[config.mk]
export PLATFORM = sky130hd
export DESIGN_NAME = heart_rate_output_filter_core
export DESIGN_NICKNAME = d
export VERILOG_FILES = /design/src/rtl/hrof_pkg.sv /design/src/rtl/hrof_front.sv /design/src/rtl/hrof_queue.sv /design/src/rtl/hrof_back.sv /design/src/rtl/heart_rate_output_filter_core.sv
export SDC_FILE = /design/constraint.sdc
export NUM_CORES = 1
export LEC_CHECK = 0
export ABC_AREA = 1
export BUFFER_PORTS_ARGS = -buffer_cell sky130_fd_sc_hd__buf_2
export CAP_MARGIN = 20
export CORE_ASPECT_RATIO = 0.9
export CORE_MARGIN = 2
export CORE_UTILIZATION = 50
export CTS_CLUSTER_SIZE = 24
export DETAILED_ROUTE_END_ITERATION = 8
export PLACE_DENSITY = 0.66
export SYNTH_ARGS = -nofsm -noshare
export SYNTH_HDL_FRONTEND = slang
export SYNTH_SLANG_ARGS = --single-unit
[constraint.sdc]
create_clock -name clock -period 22.5 [get_ports clock]
set_clock_uncertainty 0.05 [all_clocks]
set_input_delay 4.5 -clock clock [delete_from_list [all_inputs] [get_ports clock]]
set_output_delay 4.5 -clock clock [all_outputs]
set_load 0.02 [all_outputs]
[src/rtl/hrof_pkg.sv]
// shared types and constants for the heart rate output filter
package hrof_pkg;

   localparam int RATE_W   = 8;
   localparam int CFG_W    = 8;
   localparam int STATUS_W = 2;
   localparam int Q_DEPTH  = 4;
   localparam int Q_PTR_W  = $clog2(Q_DEPTH);
   localparam int Q_CNT_W  = $clog2(Q_DEPTH + 1);

   localparam logic [STATUS_W-1:0] STATUS_OK        = 2'd0;
   localparam logic [STATUS_W-1:0] STATUS_NO_SIGNAL = 2'd1;
   localparam logic [STATUS_W-1:0] STATUS_STALE     = 2'd2;

   typedef enum logic [2:0] {
      CSR_SMALL_DELTA  = 3'd0,
      CSR_MATCH_DELTA  = 3'd1,
      CSR_SPIKE_DELTA  = 3'd2,
      CSR_START_CONF   = 3'd3,
      CSR_MEDIUM_CONF  = 3'd4,
      CSR_SPIKE_CONF   = 3'd5,
      CSR_HOLD_TICKS   = 3'd6,
      CSR_STEP_CAP     = 3'd7
   } csr_index_type;

   typedef enum logic {
      OP_SAMPLE  = 1'b0,
      OP_MISSING = 1'b1
   } op_type;

   typedef struct packed {
      op_type             op;
      logic [RATE_W-1:0]  rate;
   } item_type;

   typedef struct packed {
      logic full;
      logic not_empty;
   } q_stat_type;

   typedef struct packed {
      logic [CFG_W-1:0] small_delta;
      logic [CFG_W-1:0] match_delta;
      logic [CFG_W-1:0] spike_delta;
      logic [CFG_W-1:0] start_confirm;
      logic [CFG_W-1:0] medium_confirm;
      logic [CFG_W-1:0] spike_confirm;
      logic [CFG_W-1:0] hold_ticks;
      logic [CFG_W-1:0] step_cap;
   } cfg_type;

endpackage

[src/rtl/hrof_front.sv]
// input stage: accepts words, tags them sample or missing, pushes into the queue
module hrof_front (
   input  logic                       clock,
   input  logic                       reset,
   input  logic                       req_valid,
   output logic                       req_stall,
   input  logic                       req_raw_valid,
   input  logic [hrof_pkg::RATE_W-1:0] req_raw_rate,
   input  hrof_pkg::q_stat_type       q_stat,
   output logic                       push,
   output hrof_pkg::item_type         push_item
);

   logic               valid_ff, valid_in;
   hrof_pkg::item_type item_ff, item_in;
   logic               load;

   assign push      = valid_ff && !q_stat.full;
   assign load      = !valid_ff || push;
   assign req_stall = !load;
   assign push_item = item_ff;

   always_comb begin
      valid_in = valid_ff;
      item_in  = item_ff;
      if (load) begin
         valid_in     = req_valid;
         item_in.op   = req_raw_valid ? hrof_pkg::OP_SAMPLE : hrof_pkg::OP_MISSING;
         item_in.rate = req_raw_rate;
      end
   end

   always_ff @(posedge clock) begin
      if (reset) begin
         valid_ff <= 1'b0;
      end else begin
         valid_ff <= valid_in;
      end
      item_ff <= item_in;
   end

endmodule

[src/rtl/hrof_queue.sv]
// short fifo between the input stage and the filter stage
module hrof_queue (
   input  logic                 clock,
   input  logic                 reset,
   input  logic                 push,
   input  hrof_pkg::item_type   push_item,
   input  logic                 pop,
   output hrof_pkg::item_type   head_item,
   output hrof_pkg::q_stat_type q_stat
);

   hrof_pkg::item_type                 mem_ff [hrof_pkg::Q_DEPTH];
   logic [hrof_pkg::Q_PTR_W-1:0]       wr_ptr_ff, wr_ptr_in;
   logic [hrof_pkg::Q_PTR_W-1:0]       rd_ptr_ff, rd_ptr_in;
   logic [hrof_pkg::Q_CNT_W-1:0]       count_ff, count_in;

   assign q_stat.full      = (count_ff == hrof_pkg::Q_CNT_W'(hrof_pkg::Q_DEPTH));
   assign q_stat.not_empty = (count_ff != '0);
   assign head_item        = mem_ff[rd_ptr_ff];

   always_comb begin
      wr_ptr_in = wr_ptr_ff;
      rd_ptr_in = rd_ptr_ff;
      count_in  = count_ff;
      if (push) begin
         wr_ptr_in = wr_ptr_ff + hrof_pkg::Q_PTR_W'(1);
      end
      if (pop) begin
         rd_ptr_in = rd_ptr_ff + hrof_pkg::Q_PTR_W'(1);
      end
      if (push && !pop) begin
         count_in = count_ff + hrof_pkg::Q_CNT_W'(1);
      end else if (pop && !push) begin
         count_in = count_ff - hrof_pkg::Q_CNT_W'(1);
      end
   end

   always_ff @(posedge clock) begin
      if (reset) begin
         wr_ptr_ff <= '0;
         rd_ptr_ff <= '0;
         count_ff  <= '0;
      end else begin
         wr_ptr_ff <= wr_ptr_in;
         rd_ptr_ff <= rd_ptr_in;
         count_ff  <= count_in;
      end
      if (push) begin
         mem_ff[wr_ptr_ff] <= push_item;
      end
   end

   a_no_push_full: assert property (@(posedge clock) disable iff (reset)
      push |-> (!q_stat.full || pop))
      else $error("push into full queue");
   a_no_pop_empty: assert property (@(posedge clock) disable iff (reset)
      pop |-> q_stat.not_empty)
      else $error("pop from empty queue");
   a_count_range: assert property (@(posedge clock) disable iff (reset)
      count_ff <= hrof_pkg::Q_CNT_W'(hrof_pkg::Q_DEPTH))
      else $error("queue count out of range");

endmodule

[src/rtl/hrof_back.sv]
// filter stage: prefilter, lock and confirm logic, step limit, result register
module hrof_back (
   input  logic                          clock,
   input  logic                          reset,
   input  hrof_pkg::cfg_type             cfg,
   input  hrof_pkg::q_stat_type          q_stat,
   input  hrof_pkg::item_type            head_item,
   output logic                          pop,
   output logic                          rsp_valid,
   input  logic                          rsp_stall,
   output logic [hrof_pkg::RATE_W-1:0]   rsp_rate_out,
   output logic                          rsp_rate_locked,
   output logic [hrof_pkg::STATUS_W-1:0] rsp_status,
   output logic                          rsp_cleared
);

   localparam int W = hrof_pkg::RATE_W;
   localparam logic [W-1:0] CNT_MAX = {W{1'b1}};

   function automatic logic [W-1:0] dist8(input logic [W-1:0] a, input logic [W-1:0] b);
      dist8 = (a >= b) ? a - b : b - a;
   endfunction

   function automatic logic [W-1:0] avg2(input logic [W-1:0] a, input logic [W-1:0] b);
      logic [W:0] s;
      s    = {1'b0, a} + {1'b0, b} + (W+1)'(1);
      avg2 = s[W:1];
   endfunction

   function automatic logic [W-1:0] mid3(input logic [W-1:0] a, input logic [W-1:0] b,
                                         input logic [W-1:0] c);
      logic [W-1:0] lo;
      logic [W-1:0] hi;
      lo = (a < b) ? a : b;
      hi = (a < b) ? b : a;
      if (c <= lo) begin
         mid3 = lo;
      end else if (c >= hi) begin
         mid3 = hi;
      end else begin
         mid3 = c;
      end
   endfunction

   function automatic logic [W-1:0] step_limit(input logic [W-1:0] cur,
                                               input logic [W-1:0] tgt,
                                               input logic [W-1:0] lim);
      if (tgt > cur && (tgt - cur) > lim) begin
         step_limit = cur + lim;
      end else if (cur > tgt && (cur - tgt) > lim) begin
         step_limit = cur - lim;
      end else begin
         step_limit = tgt;
      end
   endfunction

   logic [W-1:0] hist_ff [3];
   logic [W-1:0] hist_in [3];
   logic [1:0]   fill_ff, fill_in;
   logic [1:0]   pos_ff, pos_in;
   logic [W-1:0] cand_ff, cand_in;
   logic [W-1:0] count_ff, count_in;
   logic [W-1:0] invalid_ff, invalid_in;
   logic [W-1:0] value_ff, value_in;
   logic         locked_ff, locked_in;
   logic [hrof_pkg::STATUS_W-1:0] status_ff, status_in;

   logic         rsp_valid_ff, rsp_valid_in;
   logic [W-1:0] rsp_rate_ff;
   logic         rsp_locked_ff;
   logic [hrof_pkg::STATUS_W-1:0] rsp_status_ff;
   logic         rsp_cleared_ff, rsp_cleared_in;

   assign pop          = q_stat.not_empty && (!rsp_valid_ff || !rsp_stall);
   assign rsp_valid_in = pop || (rsp_valid_ff && rsp_stall);

   always_comb begin
      logic [1:0]   p;
      logic [W-1:0] f;
      logic [W-1:0] d;
      logic [W-1:0] need;
      logic [W-1:0] tgt;
      logic         spike;
      logic         take;
      logic [W+1:0] quarter;
      logic [W+2:0] blend;

      hist_in        = hist_ff;
      fill_in        = fill_ff;
      pos_in         = pos_ff;
      cand_in        = cand_ff;
      count_in       = count_ff;
      invalid_in     = invalid_ff;
      value_in       = value_ff;
      locked_in      = locked_ff;
      status_in      = status_ff;
      rsp_cleared_in = 1'b0;
      p              = (pos_ff == 2'd3) ? 2'd0 : pos_ff;
      f              = '0;
      d              = '0;
      need           = '0;
      tgt            = '0;
      spike          = 1'b0;
      take           = 1'b0;
      quarter        = '0;
      blend          = '0;

      if (head_item.op == hrof_pkg::OP_SAMPLE) begin
         hist_in[p] = head_item.rate;
         pos_in     = (p == 2'd2) ? 2'd0 : p + 2'd1;
         if (fill_ff != 2'd3) begin
            fill_in = fill_ff + 2'd1;
         end
         case (fill_in)
            2'd1:    f = hist_in[0];
            2'd2:    f = avg2(hist_in[0], hist_in[1]);
            default: f = mid3(hist_in[0], hist_in[1], hist_in[2]);
         endcase
         invalid_in = '0;

         if (!locked_ff) begin
            if (count_ff == '0 || dist8(f, cand_ff) > cfg.small_delta) begin
               cand_in  = f;
               count_in = W'(1);
            end else begin
               count_in = (count_ff != CNT_MAX) ? count_ff + W'(1) : count_ff;
               cand_in  = avg2(cand_ff, f);
            end
            if (count_in >= cfg.start_confirm) begin
               locked_in = 1'b1;
               value_in  = cand_in;
               status_in = hrof_pkg::STATUS_OK;
               count_in  = '0;
            end
         end else begin
            d = dist8(f, value_ff);
            if (d <= cfg.small_delta) begin
               quarter = {1'b0, value_ff, 1'b0} + {2'b00, value_ff} + {2'b00, f}
                       + (W+2)'(2);
               tgt     = quarter[W+1:2];
               take    = 1'b1;
            end else begin
               spike = d > cfg.spike_delta;
               need  = spike ? cfg.spike_confirm : cfg.medium_confirm;
               if (count_ff == '0 || dist8(f, cand_ff) > cfg.match_delta) begin
                  cand_in  = f;
                  count_in = W'(1);
               end else begin
                  count_in = (count_ff != CNT_MAX) ? count_ff + W'(1) : count_ff;
                  cand_in  = avg2(cand_ff, f);
                  if (count_in >= need) begin
                     blend = {1'b0, value_ff, 2'b00} + {3'b000, value_ff}
                           + {2'b00, cand_in, 1'b0} + {3'b000, cand_in} + (W+3)'(4);
                     tgt   = spike ? blend[W+2:3] : avg2(value_ff, cand_in);
                     take  = 1'b1;
                  end
               end
            end
            if (take) begin
               value_in  = step_limit(value_ff, tgt, cfg.step_cap);
               status_in = hrof_pkg::STATUS_OK;
               cand_in   = value_in;
               count_in  = '0;
            end
         end
      end else begin
         if (locked_ff && invalid_ff < cfg.hold_ticks) begin
            invalid_in = invalid_ff + W'(1);
         end else begin
            fill_in        = '0;
            pos_in         = '0;
            cand_in        = '0;
            count_in       = '0;
            invalid_in     = '0;
            value_in       = '0;
            locked_in      = 1'b0;
            status_in      = hrof_pkg::STATUS_STALE;
            rsp_cleared_in = 1'b1;
         end
      end
   end

   always_ff @(posedge clock) begin
      if (reset) begin
         fill_ff      <= '0;
         pos_ff       <= '0;
         cand_ff      <= '0;
         count_ff     <= '0;
         invalid_ff   <= '0;
         value_ff     <= '0;
         locked_ff    <= 1'b0;
         status_ff    <= hrof_pkg::STATUS_NO_SIGNAL;
         rsp_valid_ff <= 1'b0;
      end else begin
         rsp_valid_ff <= rsp_valid_in;
         if (pop) begin
            fill_ff    <= fill_in;
            pos_ff     <= pos_in;
            cand_ff    <= cand_in;
            count_ff   <= count_in;
            invalid_ff <= invalid_in;
            value_ff   <= value_in;
            locked_ff  <= locked_in;
            status_ff  <= status_in;
         end
      end
      if (pop) begin
         hist_ff        <= hist_in;
         rsp_rate_ff    <= value_in;
         rsp_locked_ff  <= locked_in;
         rsp_status_ff  <= status_in;
         rsp_cleared_ff <= rsp_cleared_in;
      end
   end

   assign rsp_valid       = rsp_valid_ff;
   assign rsp_rate_out    = rsp_rate_ff;
   assign rsp_rate_locked = rsp_locked_ff;
   assign rsp_status      = rsp_status_ff;
   assign rsp_cleared     = rsp_cleared_ff;

   a_locked_ok: assert property (@(posedge clock) disable iff (reset)
      locked_ff |-> (status_ff == hrof_pkg::STATUS_OK))
      else $error("locked filter with non-ok status");
   a_unlocked_zero: assert property (@(posedge clock) disable iff (reset)
      !locked_ff |-> (value_ff == '0))
      else $error("unlocked filter holds a value");
   a_clear_word: assert property (@(posedge clock) disable iff (reset)
      (rsp_valid_ff && rsp_cleared_ff) |->
         (!rsp_locked_ff && rsp_rate_ff == '0 && rsp_status_ff == hrof_pkg::STATUS_STALE))
      else $error("clear word carries stale state");
   a_pop_fills_output: assert property (@(posedge clock) disable iff (reset)
      pop |=> rsp_valid_ff)
      else $error("popped word not presented");

endmodule

[src/rtl/heart_rate_output_filter_core.sv]
// heart rate output filter top level: config registers, input stage, queue, filter stage
// path: an accepted word passes the input register, the queue and the result register before it is presented on rsp
// throughput: one word per cycle while neither side stalls; the filter stage updates all its state together on each pop
// a four-word queue lets the input side keep accepting while the result side stalls, until the queue is full
// reset: synchronous, clears the filter state, status reads no signal, registers take defaults
module heart_rate_output_filter_core (
   input  logic                          clock,
   input  logic                          reset,
   input  logic                          req_valid,
   output logic                          req_stall,
   input  logic                          req_raw_valid,
   input  logic [hrof_pkg::RATE_W-1:0]   req_raw_rate,
   output logic                          rsp_valid,
   input  logic                          rsp_stall,
   output logic [hrof_pkg::RATE_W-1:0]   rsp_rate_out,
   output logic                          rsp_rate_locked,
   output logic [hrof_pkg::STATUS_W-1:0] rsp_status,
   output logic                          rsp_cleared,
   input  logic                          csr_write,
   input  logic [2:0]                    csr_index,
   input  logic [hrof_pkg::CFG_W-1:0]    csr_wdata
);

   hrof_pkg::cfg_type    cfg_ff, cfg_in;
   hrof_pkg::q_stat_type q_stat;
   hrof_pkg::item_type   push_item;
   hrof_pkg::item_type   head_item;
   logic                 push;
   logic                 pop;

   always_comb begin
      cfg_in = cfg_ff;
      if (csr_write) begin
         unique case (hrof_pkg::csr_index_type'(csr_index))
            hrof_pkg::CSR_SMALL_DELTA: cfg_in.small_delta    = csr_wdata;
            hrof_pkg::CSR_MATCH_DELTA: cfg_in.match_delta    = csr_wdata;
            hrof_pkg::CSR_SPIKE_DELTA: cfg_in.spike_delta    = csr_wdata;
            hrof_pkg::CSR_START_CONF:  cfg_in.start_confirm  = csr_wdata;
            hrof_pkg::CSR_MEDIUM_CONF: cfg_in.medium_confirm = csr_wdata;
            hrof_pkg::CSR_SPIKE_CONF:  cfg_in.spike_confirm  = csr_wdata;
            hrof_pkg::CSR_HOLD_TICKS:  cfg_in.hold_ticks     = csr_wdata;
            hrof_pkg::CSR_STEP_CAP:    cfg_in.step_cap       = csr_wdata;
            default:                   cfg_in = cfg_ff;
         endcase
      end
   end

   always_ff @(posedge clock) begin
      if (reset) begin
         cfg_ff.small_delta    <= 8'd10;
         cfg_ff.match_delta    <= 8'd18;
         cfg_ff.spike_delta    <= 8'd32;
         cfg_ff.start_confirm  <= 8'd2;
         cfg_ff.medium_confirm <= 8'd2;
         cfg_ff.spike_confirm  <= 8'd3;
         cfg_ff.hold_ticks     <= 8'd100;
         cfg_ff.step_cap       <= 8'd12;
      end else begin
         cfg_ff <= cfg_in;
      end
   end

   hrof_front u_front (
      .clock         (clock),
      .reset         (reset),
      .req_valid     (req_valid),
      .req_stall     (req_stall),
      .req_raw_valid (req_raw_valid),
      .req_raw_rate  (req_raw_rate),
      .q_stat        (q_stat),
      .push          (push),
      .push_item     (push_item)
   );

   hrof_queue u_queue (
      .clock     (clock),
      .reset     (reset),
      .push      (push),
      .push_item (push_item),
      .pop       (pop),
      .head_item (head_item),
      .q_stat    (q_stat)
   );

   hrof_back u_back (
      .clock           (clock),
      .reset           (reset),
      .cfg             (cfg_ff),
      .q_stat          (q_stat),
      .head_item       (head_item),
      .pop             (pop),
      .rsp_valid       (rsp_valid),
      .rsp_stall       (rsp_stall),
      .rsp_rate_out    (rsp_rate_out),
      .rsp_rate_locked (rsp_rate_locked),
      .rsp_status      (rsp_status),
      .rsp_cleared     (rsp_cleared)
   );

endmodule

## Word-level counts from Yosys, hierarchy flattened

Memories as Yosys holds them, arrays and structs flattened. A register that Yosys moved wholly into a read port is not among the register bits.
Index checks and enable logic that the tools add are counted.

- Add/subtract/negate cells: 29
- $mul: 0
- Div/mod/pow operators: 0
- $lt $le $gt $ge: 18
- Eq/ne operators: 16
- Shift operators: 0
- Mux-type cells: 73
- Bitwise logic cells: 2
- Reduce and logical (&&, ||, !) cells: 36

Operators with widths:

| cell | count |
|---|---|
| 8-bit two-way mux | 41 |
| 8-bit > comparator | 7 |
| 8-bit subtractor | 7 |
| 8-bit greater-or-equal comparator | 5 |
| 2-bit two-way mux | 14 |
| 8-bit by 8-bit adder with 9-bit output | 3 |
| 9-bit by 1-bit adder with 9-bit output, second input constant | 3 |
| 24-bit bitwise mux | 1 |
| 2-bit AND reduction | 10 |
| 8-bit by 1-bit adder with 8-bit output, second input constant | 2 |
| 8-bit demux with 2-bit select | 1 |
| 8-bit <= comparator | 2 |
| 8-bit < comparator | 2 |
| 8-bit one-hot mux with 2 select lines | 1 |
| 3-bit equality test, second input constant | 5 |
| 1-bit two-way mux | 13 |
| 10-bit by 8-bit adder with 11-bit output | 1 |
| 11-bit by 3-bit adder with 11-bit output, second input constant | 1 |
| 11-bit by 8-bit adder with 11-bit output | 1 |
| 11-bit by 9-bit adder with 11-bit output | 1 |
| 10-bit by 2-bit adder with 10-bit output, second input constant | 1 |
| 10-bit by 8-bit adder with 10-bit output | 1 |
| 9-bit by 8-bit adder with 10-bit output | 1 |
| 1-bit logical AND | 9 |
| 23 further kinds | 41 |

- Register bits: 157
- Latch bits: 0
- RAM bits: 36
- Memory bits (read-only): 0
- Input port bits: 25
- Output and inout bits: 14
- Word-level logic and storage cells: 205
- Memories: 1

Memory list:

| memory | depth | width | rd ports | clocked after memory_dff | wr ports | RTL line | RTL |
|---|---|---|---|---|---|---|---|
| u_queue.mem_ff | 4 | 9 | 1 | 1 | 1 | hrof_queue.sv:12 | `hrof_pkg::item_type mem_ff [hrof_pkg::Q_DEPTH];` |

## Depth between registers and ports, before layout

- Word-level depth: 34
- Depth in mapped cells: 85
- Gate-level depth less buffers: 80

## Cells and area by module

From an unflattened synthesis, not the netlist that was laid out.

- Cells, all modules: 2127
- Area total of the unflattened synthesis: 16002.8 µm²

By module, submodules not included:

| module | instances | cells an instance | area each (µm²) |
|---|---|---|---|
| hrof_back | 1 | 1605 | 11219.5 |
| heart_rate_output_filter_core | 1 | 360 | 2572.5 |
| hrof_queue | 1 | 145 | 1886.8 |
| hrof_front | 1 | 17 | 324.1 |

## Least setup slack after synthesis

No wires, ideal clock.

- Path type: reg2reg
- Start: register u_back.pos_ff[0]
- End: register u_back.rsp_rate_ff[7], in the netlist u_back.rsp_rate_out[7], data pin
- Data arrival time: 11.144 ns
- Required time: 22.189 ns
- Slack: 11.045 ns
- Cell stages (with the launch flop): 71
- Buffers on the path: 6
- Clock period less this slack: 11.455 ns
- Path through: dfxtp_1 -> inv_1 -> ha_1 -> clkbuf_1 -> nand2_1 -> o21ai_0 -> inv_1 -> ha_1 -> a21oi_1 -> nor2_1 -> a211oi_2 -> clkbuf_1 -> nand3_1 -> nand2_1 -> ha_1 -> a21oi_1 -> o21a_1 -> o221ai_1 -> [35 not listed] -> nand2_1 -> o21ai_0 -> a21oi_1 -> xnor2_1 -> ha_1 -> nand2_1 -> o41ai_1 -> inv_1 -> nand3_1 -> inv_2 -> nand3_1 -> o21ai_0 -> nor2_1 -> nand2_1 -> a22oi_1 -> nand2_1 -> nand2_1 -> o21ai_1

- Cells in the longest elaborated chain, start to end: 34

Ends and longest elaborated chain:

| item | RTL line | RTL |
|---|---|---|
| start: declaration | hrof_back.sv:60 | `logic [1:0] pos_ff, pos_in;` |
| start signal: assignment | hrof_back.sv:198 | `pos_ff <= pos_in;` |
| 2-bit equality test | hrof_back.sv:98 | `p = (pos_ff == 2'd3) ? 2'd0 : pos_ff;` |
| 2-bit two-way mux * | hrof_back.sv:98 |  |
| 2-bit NOT with 3-bit output (not written as such) * | hrof_back.sv:109 | `hist_in[p] = head_item.rate;` |
| 3-bit greater-or-equal comparator (not written as such) or 3-bit by 1-bit < comparator with 1-bit output (tied branches) | hrof_back.sv:109 |  |
| 1-bit logical AND (not written as such) | hrof_back.sv:109 |  |
| 8-bit two-way mux (not written as such) | hrof_back.sv:109 |  |
| 8-bit demux with 2-bit select * | hrof_back.sv:109 |  |
| 24-bit bitwise mux * | hrof_back.sv:109 |  |
| [19 not listed] | n/a |  |
| 8-bit > comparator | hrof_back.sv:50 | `end else if (cur > tgt && (cur - tgt) > lim) begin` |
| 1-bit logical AND | hrof_back.sv:50 |  |
| 8-bit two-way mux | hrof_back.sv:50 |  |
| 8-bit two-way mux | hrof_back.sv:48 | `if (tgt > cur && (tgt - cur) > lim) begin` |
| 8-bit two-way mux | hrof_back.sv:159 | `if (take) begin` |
| 8-bit two-way mux * | hrof_back.sv:121 | `if (!locked_ff) begin` |
| 8-bit two-way mux * | hrof_back.sv:108 | `if (head_item.op == hrof_pkg::OP_SAMPLE) begin` |
| named net u_back.value_in[7] | hrof_back.sv:64 | `logic [W-1:0] value_ff, value_in;` |
| end signal: assignment | hrof_back.sv:209 | `rsp_rate_ff <= value_in;` |
| end: declaration | hrof_back.sv:69 | `logic [W-1:0] rsp_rate_ff;` |

The timed path passes the listed nets; every way through them passes the cells marked *. The select of a mux whose other input is x is not followed.
A chain may end at the register's enable or synchronous reset.

==> metrics <==
outcome=complete, no violations; die width=191.2 µm; drt wl/cell=17.92 µm; clock root buffer master=clkbuf_16; total CTS buffers=17; vias in the first global route=12998; number of I/O port buffers=38; unrepaired setup endpoints after global routing=false; fin. max-slew vios=0; HPWL Detailed=approximately 35000 µm; Chip Height=172.5 µm; clock sinks=195; nets=2371; minimum clock period=15.47 ns; GRT Overall Usage=28.06%; Routability Congestion=0.9522; Post-synth EDFFs=81; max incr delay on CP=a little over 0.8 ns; CTS Hold Bufs=0; TritonRoute pass-1 iters=6; Cells after Synth=2085; Ys Warns=0; f_max=0.06464 GHz; total negative slack=0 ns; via/cell ratio=5.571; async set or reset register ratio after synthesis=0%; Initial Utilization=around 50%; first-pass GRT wire length=around 71000 µm; DR vias=14049; Crit Path Category=flip-flop to flip-flop; Synth Register Bits=195; initial DRC count=~1300; type of the worst min-delay path=flip-flop to flip-flop; CP arrival=15.62 ns; # Post-CTS Setup Buffers=0; area grow syn2layout=7.325%; Syn Area/Cell=7.562 µm²; initial antenna violation count=0; fraction of layout cells with a size suffix above 1=under 10%; Post-Syn Area=15770 µm²; final setup fails=0; net count of the mapped netlist=2356; Clk pin slew, worst setup/hold paths=0.08 ns; top post-synthesis cells by area=ha_1, edfxtp_1, dfxtp_1; CORE AREA=30990 µm²; FP Rows=61; worst-path fanout max=25; worst-skew pair later-pin latency=around 0.46 ns; slowest CP cell=o21ai_1; cell taking the most area after synthesis=ha_1; top cell type's share of synthesized area=16.98%; Worst Tran Pin Value=1.046 ns; Detail Route Antenna Nets=0; ys flop type=dfxtp_1; crit end category=flip-flop; normalized max-slew margin=30.04%; final hold violations=0; max cap viols=0; drc violations=0; Post-Layout Cell Count=2522; Clock Path Buffers=2; Cells after DPL=2490; Die ar.=32970 µm²; Crit path top cell by count=nand2_1; grt total ovfl=0; Routed Wire Length=45190 µm; startpoint types=flip-flop; TritonCTS clock tree=built; final cycle utilization of the critical path=68.75%; final hold slack=0.4147 ns; ant diodes=0; synth unique cells=just under 60; depth of the CTS H-tree=4; # IOs=39; register area share after synthesis=29.90%; largest net degree at the start of global routing=76; post_cts resized=0; Critical Path RT=22.65 ns
registers in the layout, summed over array words and instances, names as in the netlist, 3 cells and up, named ones only:
name,cells
u_back.invalid_ff,8
u_back.hist_ff,24
u_back.value_ff,8
u_queue.count_ff,3
u_front.push_item,9
u_back.cand_ff,8
u_back.count_ff,8
cfg_ff,64
u_queue.mem_ff,36
u_back.rsp_rate_out,8
stage by stage:
step / utilization (%) / instance area, µm² / setup slack [ns]
after floorplan: - / 15770 / 11.04
after global placement: 52.64 / 16310 / 7.788
after detailed placement: 52.64 / 16310 / 7.458
after CTS: 54.61 / 16920 / 7.373
after global routing: 54.61 / 16920 / 5.532
final: 54.61 / 16920 / 7.031
path summary, 6_finish.rpt:
path | startpoint | endpoint | slack, ns | depth (start not counted)
setup / recovery | flip-flop | u_back.rsp_rate_out[6]$_DFFE_PP_ | 7.03 | 70
hold / removal | cfg_ff[39]$_SDFFE_PP0P_ | cfg_ff[39]$_SDFFE_PP0P_ | 0.41 | 2
setup reg to reg | flip-flop | u_back.rsp_rate_out[6]$_DFFE_PP_ | 7.03 | 70
hold reg to reg | cfg_ff[39]$_SDFFE_PP0P_ | cfg_ff[39]$_SDFFE_PP0P_ | 0.41 | 2
cells in the mapped netlist, types with 3 or more instances:
library cell	n
ha_1	214
a211oi_1	4
nor4_1	3
nand3_1	111
xor2_1	42
nand3b_1	3
o21bai_1	6
o211ai_1	19
a32oi_1	5
dfxtp_1	114
nand2_2	14
clkbuf_1	32
o31ai_1	3
edfxtp_1	81
a31oi_1	4
nand2_1	447
nor2_1	131
o221ai_1	4
a21oi_1	190
mux2i_1	14
nand4_1	17
o21a_1	4
buf_2	18
inv_1	302
fa_1	32
nand3_2	3
and2_1	6
nor3_1	9
o21ai_0	162
inv_2	3
a32o_1	8
o21ai_1	21
or2_2	11
xnor2_1	14
o22ai_1	4
final cells by class:
class                   instances  area [µm²]
clock inverters                15       183.9
clock buffers                  17       425.4
well taps                     409       511.7
inverters                     307        1155
fillers                      2983       14070
multi-input cells            1527        9635
flip-flops and latches        195        4715
repair buffers                 52       295.3
kinds of logic after synthesis:
kind of cell             after synthesis  synth area share, %
adder cells (fa/ha/maj)              246                21.05
multiplexers                          14               0.8888
AND/OR/NAND/NOR                      763                20.33
flip-flops                           195                29.90
buffers and inverters                363                8.999
AO/OA/AOI/OAI                        448                15.72
XOR/XNOR                              56                3.111
metal layers:
layer  track usage (%)  vias to the layer above  share of wire (%)
met5                 0                        -                  0
met4             8.428                        0                2.2
met3             3.450                       64                6.8
met2             42.99                      528                 43
met1             41.23                     6508                 48
li1                  -                     6949                  -
layout by cell type (no fill, tap or decap), types with 8 or more instances in the layout:
cell type / n
nand2_1: 447
inv_1: 301
ha_1: 214
a21oi_1: 190
o21ai_0: 162
nor2_1: 130
dfxtp_1: 114
nand3_1: 111
edfxtp_1: 81
xor2_1: 42
buf_2: 38
fa_1: 32
o21ai_1: 21
o211ai_1: 19
nand4_1: 17
clkbuf_16: 17
nand2_2: 14
xnor2_1: 14
mux2i_1: 14
buf_4: 14
or2_2: 11
nor3_1: 9
a32o_1: 8
critical path: cells and delay by family (launching register included):
| kind | cells | cell delay (ns) |
|---|---|---|
| AOI/OAI and AO/OA | 16 | 4.48 |
| xor gates and xnor gates | 2 | 0.33 |
| buffers and inverters | 11 | 2.03 |
| muxes | 1 | 0.34 |
| adders and majority gates | 7 | 2.32 |
| and+or+nand+nor | 33 | 4.82 |
| DFF | 1 | 0.77 |
Power is not shown: default switching activity piles up to over one toggle a cycle in this logic, so the estimate is an artifact.
